==> src/design/dtsf_pkg.sv <==
// Shared constants and control types for the depth-tested span fill block.
`default_nettype none
package dtsf_pkg;

	// field widths
	localparam int X_W        = 16;
	localparam int Z_W        = 24;
	localparam int PIX_W      = 6;
	localparam int PDEPTH_W   = 16;
	localparam int COLOR_W    = 24;
	localparam int DIM_W      = 7;
	localparam int CFG_IDX_W  = 2;
	localparam int CFG_DATA_W = 7;

	// arithmetic widths: depth Q15.8 scaled by 2^16 gives Q.24 accumulator
	localparam int FRAC_SHIFT = 16;
	localparam int LEN_W      = 16;
	localparam int QUO_W      = Z_W + 1 + FRAC_SHIFT;
	localparam int INC_W      = QUO_W + 1;
	localparam int ACC_W      = 44;
	localparam int DIV_STEPS  = QUO_W;
	localparam int DIV_CNT_W  = $clog2(DIV_STEPS);

	localparam logic signed [PDEPTH_W-1:0] DEPTH_FAR = 16'sd32767;

	// defaults for top-level parameters
	localparam int MAX_WIDTH_DEF  = 64;
	localparam int MAX_HEIGHT_DEF = 64;
	localparam int COLOR_BITS_DEF = 24;

	// register indexes
	localparam logic [CFG_IDX_W-1:0] CFG_SCREEN_WIDTH  = 2'd0;
	localparam logic [CFG_IDX_W-1:0] CFG_SCREEN_HEIGHT = 2'd1;
	localparam logic [CFG_IDX_W-1:0] CFG_DEPTH_TEST    = 2'd2;

	localparam logic [DIM_W-1:0] WIDTH_RESET  = 7'd64;
	localparam logic [DIM_W-1:0] HEIGHT_RESET = 7'd64;

	typedef struct packed {
		logic in_ready;
		logic load_in;
		logic prep;
		logic div_step;
		logic sign;
		logic mul;
		logic init;
		logic rd;
		logic test;
		logic clr_we;
	} dp_cmd_t;

	typedef struct packed {
		logic in_valid;
		logic reject;
		logic len_zero;
		logic clr_done;
		logic out_free;
		logic last;
	} dp_status_t;

endpackage
`default_nettype wire

==> src/design/dtsf_ctrl.sv <==
// Sequencer: store clear, span setup, divider iterations and per-pixel steps.
`default_nettype none
module dtsf_ctrl (
	input  logic                 clk,
	input  logic                 arst_n,
	input  dtsf_pkg::dp_status_t status,
	output dtsf_pkg::dp_cmd_t    cmd
);
	import dtsf_pkg::*;

	typedef enum logic [3:0] {
		S_CLR,
		S_IDLE,
		S_PREP,
		S_DIV,
		S_SIGN,
		S_MUL,
		S_INIT,
		S_RD,
		S_TEST
	} state_t;

	state_t                 state_q;
	logic [DIV_CNT_W-1:0]   div_cnt_q;

	always_ff @(posedge clk or negedge arst_n) begin
		if (!arst_n) begin
			state_q   <= S_CLR;
			div_cnt_q <= '0;
		end else begin
			case (state_q)
				S_CLR: begin
					if (status.clr_done) state_q <= S_IDLE;
				end
				S_IDLE: begin
					if (status.in_valid) state_q <= S_PREP;
				end
				S_PREP: begin
					div_cnt_q <= '0;
					if (status.reject) state_q <= S_IDLE;
					else if (status.len_zero) state_q <= S_SIGN;
					else state_q <= S_DIV;
				end
				S_DIV: begin
					div_cnt_q <= div_cnt_q + 1'b1;
					if (div_cnt_q == DIV_CNT_W'(DIV_STEPS - 1)) state_q <= S_SIGN;
				end
				S_SIGN: state_q <= S_MUL;
				S_MUL:  state_q <= S_INIT;
				S_INIT: state_q <= S_RD;
				S_RD:   state_q <= S_TEST;
				S_TEST: begin
					// hold until the output register can take the pixel
					if (status.out_free) state_q <= status.last ? S_IDLE : S_RD;
				end
				default: state_q <= S_IDLE;
			endcase
		end
	end

	always_comb begin
		cmd          = '0;
		cmd.in_ready = (state_q == S_IDLE);
		cmd.load_in  = (state_q == S_IDLE) && status.in_valid;
		cmd.prep     = (state_q == S_PREP);
		cmd.div_step = (state_q == S_DIV);
		cmd.sign     = (state_q == S_SIGN);
		cmd.mul      = (state_q == S_MUL);
		cmd.init     = (state_q == S_INIT);
		cmd.rd       = (state_q == S_RD);
		cmd.test     = (state_q == S_TEST);
		cmd.clr_we   = (state_q == S_CLR);
	end

endmodule
`default_nettype wire

==> config.mk <==
export PLATFORM = sky130hd
export DESIGN_NAME = dtsf_ctrl
export DESIGN_NICKNAME = d
export VERILOG_FILES = /design/src/design/dtsf_pkg.sv /design/src/design/dtsf_ctrl.sv
export SDC_FILE = /design/constraint.sdc
export NUM_CORES = 1
export LEC_CHECK = 0
export BUFFER_PORTS_ARGS = -buffer_cell sky130_fd_sc_hd__buf_4
export CORE_MARGIN = 2
export CORE_UTILIZATION = 40
export CTS_BUF_LIST = sky130_fd_sc_hd__clkbuf_4
export DETAILED_ROUTE_END_ITERATION = 12
export GPL_TIMING_DRIVEN = 0
export PLACE_DENSITY_LB_ADDON = 0.3
export SLEW_MARGIN = 0
export SYNTH_ARGS = -nofsm -noshare
export SYNTH_HDL_FRONTEND = slang
export SYNTH_SLANG_ARGS = --single-unit
export TNS_END_PERCENT = 1
==> constraint.sdc <==
create_clock -name clk -period 1.65 [get_ports clk]
set_input_delay 0.165 -clock clk [delete_from_list [all_inputs] [get_ports clk]]
set_output_delay 0.165 -clock clk [all_outputs]
set_load 0.05 [all_outputs]
==> results of run 1 <==
==> final cells by class <==
type,instances,share of cell area [%]
flip-flops and latches,10,24.6
multi-input cells,67,43.7
plain buffers,5,4.16
clock inverters,1,0.367
clock buffers,3,2.20
repair buffers,24,19.7
inverters,6,2.20
well taps,25,3.06
==> per-stage QoR <==
step	TNS (ns)	cell area, sq um	utilization [%]	power (mW)
after floorplan	-0.649	729	-	1.15
after global placement	0	888	52.0	1.38
after detailed placement	0	888	52.0	1.39
after CTS	-0.0387	952	55.8	1.63
after global routing	-0.155	1020	59.9	1.89
final	-0.0219	1020	59.9	1.76
==> critical path, stage by stage (launching register included) <==
cell	delay (ns)
dfrtp_1	0.37
buf_6	0.12
or3b_1	0.38
buf_6	0.14
nor2_4	0.08
buf_8	0.15
==> timing repair <==
action	CTS	global route
pin swaps	1	1
endpoints found under the setup margin	3	6
gates resized for setup	5	10
hold buffers	1	0
setup buffers	1	5
hold endpoints to repair	10	0
==> metal layers <==
metal / vias to the layer above / global-route usage [%] / share of wire (%)
met5: - / 0 / 0
met4: 0 / 9.14 / 1.0
met1: 345 / 22.6 / 47
li1: 361 / - / -
met3: 3 / 2.75 / 3.0
met2: 15 / 23.3 / 49
==> cells by family (layout without fill, tap and decap cells) <==
group           count (synthesis)  in the layout  share of synthesized area, %
compound gates                 20             20                          18.6
xor+xnor                        1              1                          1.23
fa+ha+maj                       2              2                          3.51
buf+inv                        11             39                          8.42
flops                          10             10                          35.1
mux                             1              1                          1.40
simple gates                   43             43                          31.8
==> registers in the layout, summed over array words and instances, names as in the netlist <==
name	cells
div_cnt_q	6
state_q	4
==> cell usage in the layout (no fill, tap or decap), drive strengths merged <==
master and instances:
a211oi 1, nand2 9, nor2 12, or3 1, clkinv 1, a21oi 1
nor3b 2, a221oi 1, ha 2, nand3 2, xor2 1, a21o 1
dlygate4sd3 1, nor4b 1, o21ai 13, a31oi 1, nand4bb 1, o2bb2ai 1
nor2b 2, dfrtp 10, buf 27, nor3 4, nand3b 2, and3 1
clkbuf 4, inv 6, and2 2, mux2i 1, a22o 1, nand2b 3
or3b 1
==> power by group through the flow <==
stage,clock (mW),combinational [mW],sequential (mW)
after floorplan,0,0.802,0.346
after global placement,0,1.02,0.356
after detailed placement,0,1.03,0.359
after CTS,0.174,1.10,0.356
after global routing,0.191,1.32,0.381
final,0.170,1.22,0.373
==> how the worst max path moves through the flow <==
stage,from,end,slack (ns),cells past startpoint
detailed placement,state_q[2],cmd[7],0.17,5
finish,state_q[2],cmd[7],-0.02,5
floorplan,state_q[3],state_q[2],-0.21,5
global route,state_q[2],cmd[7],-0.08,5
global placement,state_q[2],cmd[7],0.18,5
CTS,state_q[2],cmd[7],-0.03,5
==> impl_results.md, run 1 <==
- Worst relative slew slack: 82.0%
- Cell Area, Synth: 713 sq um
- Placed insts: 130
- Max Fclk: 598 MHz
- Distinct cells, synth: 33
- CTS tree: yes
- DR vias/cell: 5.13
- Largest net degree at the start of global routing: 11
- CTS HTree Levels: 1
- RePlAce Congestion: 0.856
- Cell with the most instances after synthesis: nor2_1
- Final Hold Viols: 0
- Seq/Total Area, Yosys: 35.1%
- R2r setup slk: 0.14 ns
- Post-synthesis instance total: 88
- Yosys top cell area share: 35.1%
- Reg2reg start: state_q[2]
- Clock share of power: 9.7%
- Data required, critical path: 1.48 ns
- R2r endpoint: div_cnt_q[1]
- Final setup margin: -0.0219 ns
- Tmin final: 1.67 ns
- Post-DP HPWL: 1170 microns
- FF+latch count, synth: 10
- GRT Residual Overflow: 0
- DRT iter0 DRCs: 20
- Number of synthesized flops with an enable pin: 0
- CP endpoint kind: primary output
- Final ANT Viol Nets: 0
- DRC: 0
- # fillers: 164
- Number of port buffers: 17
- Async S/R FF share, synth: 100%
- Max clock buf depth: 2
- Hold Path End: state_q[3]
- Area contributors post-synth: dfrtp_1 35%, o21ai_1 7.0%, nor2_1 5.8%
- Tightest hold margin: 0.179 ns
- NetSw: 0.876 mW
- # setup viols final: 1
- Post-Layout Cell Count: 141
- CP startpoint kind: flip-flop
- Worst Path Class, Setup: flip-flop to primary output
- Slew Viols, Final: 0
- Initial antenna violation count: 0
- Leakage Power: 0.475 nW
- Failing checks: negative setup slack
- Fin crit share: 101%
- Total CTS buffers: 3
- Ratio of cells with drive above 1 in the final layout: 37.9%
- Combinational share of power: 69.1%
- Latest clock arrival within the worst-skew pair: 0.27 ns
- Total GRT Usage: 16.2%
- Leading area contributor after synthesis: dfrtp_1
- DIE WIDTH: 46.2 microns
- Unrepaired setup endpoints after global routing: yes
- Wire length per cell: 11.7 microns
- # Max-Cap Violations: 0
- Crit path max fanout: 5
- Via Count: 724
- Result of the run: complete, but fails checks
- Area grow syn2layout: 43.3%
- Synth Flop Type: dfrtp_1
- Worst Tran Pin Value: 0.270 ns
- Vias in the first global route: 566
- Ports: 18
- Syn_area_per_cell: 8.10 sq um
- Worst vdd ir: 0.000892 V
- Core box area: 0.00171 sq mm
- Yosys warns: 0
- Hold path startpoint: status[1]
- Antenna diode count: 0
- Setup slack at placement: 0.171 ns
- Hold WC Path Type: input port to flip-flop
- Seq. cell area: 251 sq um
- CP Data Arrival Time: 1.51 ns
- Multi-input gate area: 447 sq um
- Total Routed Length: 1650 microns
- Initial Util: 41.8%
- Seq pwr share: 21.2%
- Die area: 0.00214 sq mm
- Clock slew at reported path FFs: 0.07 ns
- Hold Crit Depth: 3
- Net Count, Synth: 98
- Power Internal: 0.883 mW
- Reg2reg path depth: 5
- Most frequent cells after synthesis: 11 x nor2_1, 10 x dfrtp_1, 10 x o21ai_1
- Standard-cell row count: 15
- Die Y-Extent: 46.2 microns
- First-pass GRT wire length: 2450 microns
- Clk_skew: 0.00880 ns
- Final #Nets: 127
- CTS Root Cell: clkbuf_4
- PD cells: 1720 mW/mm^2
- DR pass1 iterations: 4
- Net Sw Frac: 49.8%
- Count of clock tree sinks: 10
Power figures use the tool's default switching activity.
==> run 2, diff against run 1 <==
--- a/config.mk
+++ b/config.mk
@@ -6,11 +6,11 @@
 export NUM_CORES = 1
 export LEC_CHECK = 0
 export BUFFER_PORTS_ARGS = -buffer_cell sky130_fd_sc_hd__buf_4
-export CORE_MARGIN = 2
 export CORE_UTILIZATION = 40
 export CTS_BUF_LIST = sky130_fd_sc_hd__clkbuf_4
 export DETAILED_ROUTE_END_ITERATION = 12
 export GPL_TIMING_DRIVEN = 0
+export MAX_ROUTING_LAYER = met4
 export PLACE_DENSITY_LB_ADDON = 0.3
 export SLEW_MARGIN = 0
 export SYNTH_ARGS = -nofsm -noshare
==> impl_results.md, run 2 (synthesis gave the netlist of run 1 again) <==
- Max clock buf depth: 2 (unchanged)
- Leakage Power: 0.450 nW (was 0.475 nW)
- Die area: 0.00196 sq mm (was 0.00214 sq mm)
- First-pass GRT wire length: 2730 microns (was 2450 microns)
- Worst vdd ir: 0.00115 V (was 0.000892 V)
- DR vias/cell: 5.30 (was 5.13)
- CTS Root Cell: clkbuf_4 (unchanged)
- Final ANT Viol Nets: 0 (unchanged)
- Die Y-Extent: 44.2 microns (was 46.2 microns)
- CTS tree: yes (unchanged)
- GRT Residual Overflow: 0 (unchanged)
- CP Data Arrival Time: 1.43 ns (was 1.51 ns)
- Standard-cell row count: 14 (was 15)
- Hold Crit Depth: 3 (unchanged)
- Max reg flops: 6 (unchanged)
- DRC: 0 (unchanged)
- Worst relative slew slack: 81.2% (was 82.0%)
- Tmin final: 1.60 ns (was 1.67 ns)
- Total GRT Usage: 19.6% (was 16.2%)
- Final Cell Area: 981 sq um (was 0.00102 sq mm)
- Area grow syn2layout: 37.5% (was 43.3%)
- CP startpoint kind: flip-flop (unchanged)
- Initial antenna violation count: 0 (unchanged)
- CTS HTree Levels: 1 (unchanged)
- Area post-placement: 877 sq um (was 888 sq um)
- Setup slack at placement: 0.172 ns (was 0.171 ns)
- Total Routed Length: 1630 microns (was 1650 microns)
- Wire length per cell: 13.0 microns (was 11.7 microns)
- Reg2reg start: state_q[2] (unchanged)
- Initial Util: 45.2% (was 41.8%)
- Latest clock arrival within the worst-skew pair: 0.27 ns (about the same)
- Clk_skew: 0.00414 ns (was 0.00880 ns)
- Commonest non-fill, non-tap cell in the layout: buf_4 (unchanged)
- Largest regs: div_cnt_q x6, state_q x4 (unchanged)
- Most frequent cells in the layout: 14 x buf_4, 10 x o21ai_1, 9 x nand2_1, 9 x dfrtp_1, 8 x nor2_1 (was 20 x buf_4, 10 x o21ai_1, 9 x nor2_1, 9 x nand2_1, 9 x dfrtp_1)
- R2r endpoint: div_cnt_q[1] (unchanged)
- Clock slew at reported path FFs: 0.06 ns (was 0.07 ns)
- Worst Path Class, Setup: flip-flop to primary output (unchanged)
- Critical path endpoint: cmd[0] (was cmd[7])
- Crit path max fanout: 10 (was 5)
- DRT iter0 DRCs: 8 (was 20)
- # setup viols final: 0 (was 1)
- Hold WC Path Type: input port to flip-flop (unchanged)
- Core box area: 0.00158 sq mm (was 0.00171 sq mm)
- Largest net degree at the start of global routing: 11 (unchanged)
- Final setup margin: 0.0501 ns (was -0.0219 ns)
- Slew Viols, Final: 0 (unchanged)
- Total CTS buffers: 3 (unchanged)
- Post-DP HPWL: 1180 microns (was 1170 microns)
- Max Fclk: 625 MHz (was 598 MHz)
- RePlAce Congestion: 0.787 (was 0.856)
- Unrepaired setup endpoints after global routing: yes (unchanged)
- Biggest register: div_cnt_q (unchanged)
- Result of the run: finished, final reports clean (was complete, but fails checks)
- Antenna diode count: 0 (unchanged)
- Vias in the first global route: 644 (was 566)
- # Max-Cap Violations: 0 (unchanged)
- Number of port buffers: 17 (unchanged)
- CP endpoint kind: primary output (unchanged)
- Via Count: 668 (was 724)
- DR pass1 iterations: 4 (unchanged)
- Ports: 18 (unchanged)
- Final #Nets: 122 (was 127)
- Reg2reg path depth: 4 (was 5)
- R2r setup slk: 0.22 ns (was 0.14 ns)
- Data required, critical path: 1.48 ns (about the same)
- Count of clock tree sinks: 10 (unchanged)
- PD cells: 1740 mW/mm^2 (was 1720 mW/mm^2)
- Final TNS setup: 0 ns (was -0.0219 ns)
- Ratio of cells with drive above 1 in the final layout: 39.1% (was 37.9%)
- Worst Tran Pin Value: 0.281 ns (was 0.270 ns)
- Fin crit share: 97.0% (was 101%)
- Crit path launch: state_q[0] (was state_q[2])
- Final Hold Viols: 0 (unchanged)
- DIE WIDTH: 44.2 microns (was 46.2 microns)
[run 2: cell count changes in the layout (fill, tap and decap cells not counted)]
cell      before  now
clkinv_1       1    0
nor2_4         2    1
or3b_4         0    1
buf_6          5    6
nor3_1         2    1
nor2_2         1    3
nor2_1         9    8
nor3_2         1    2
and2_1         2    1
buf_4         20   14
and2_4         0    1
or3b_1         1    0
[run 2: per-stage QoR]
stage	hold slack (ns)	util [%]	std cells	total power, mW
6_report	0.187	62.2	126	1.70
5_1_grt	0.211	62.2	126	1.83
4_1_cts	0.181	59.4	126	1.63
3_5_place_dp	-0.000105	55.6	121	1.39
3_3_place_gp	-0.00106	55.6	121	1.38
2_1_floorplan	-0.131	-	88	1.15
[run 2: final cells by class]
| type | instances | area (sq um) |
|---|---|---|
| fill | 148 | 596 |
| timing repair buffer | 20 | 179 |
| clock buffer | 3 | 22.5 |
| tap | 16 | 20.0 |
| multi-input combinational | 67 | 454 |
| inverter | 6 | 22.5 |
| sequential | 10 | 251 |
| buffer | 4 | 31.3 |
[run 2: how the worst min path moves through the flow]
stage / from / endpoint / slack [ns]
final: status[1] / state_q[3] / 0.19
after global routing: status[1] / state_q[3] / 0.21
after CTS: status[1] / state_q[3] / 0.18
after detailed placement: arst_n / div_cnt_q[2] / -0.0001
after global placement: arst_n / div_cnt_q[2] / -0.001
after floorplan: arst_n / div_cnt_q[0] / -0.13
[run 2: metal layers]
layer / vias to the layer above / global-route usage, % / routed length, microns
li1: 346 / - / -
met5: - / - / 0
met3: 5 / 4.90 / 49
met1: 304 / 26.4 / 814
met2: 13 / 28.2 / 744
met4: 0 / 7.88 / 24
[run 2: power breakdown]
group | total, mW | internal [mW] | switching (mW)
Clock | 0.165 | 0.0842 | 0.0812
Combinational | 1.17 | 0.448 | 0.719
Sequential | 0.371 | 0.308 | 0.0633
[run 2: worst max-delay path, stage by stage (launching register included)]
cell and delay, ns:
dfrtp_2 0.46, clkbuf_4 0.22, nor2_1 0.15, nand2_1 0.09, inv_1 0.06, buf_4 0.19
[run 2: what timing repair did]
action | in CTS | in global routing
resized for setup | 5 | 15
hold buffers | 1 | 0
setup endpoints to repair | 2 | 7
hold endpoints to repair | 10 | 0
pin swaps | 1 | 1
cloned | 0 | 0
setup buffers | 1 | 1
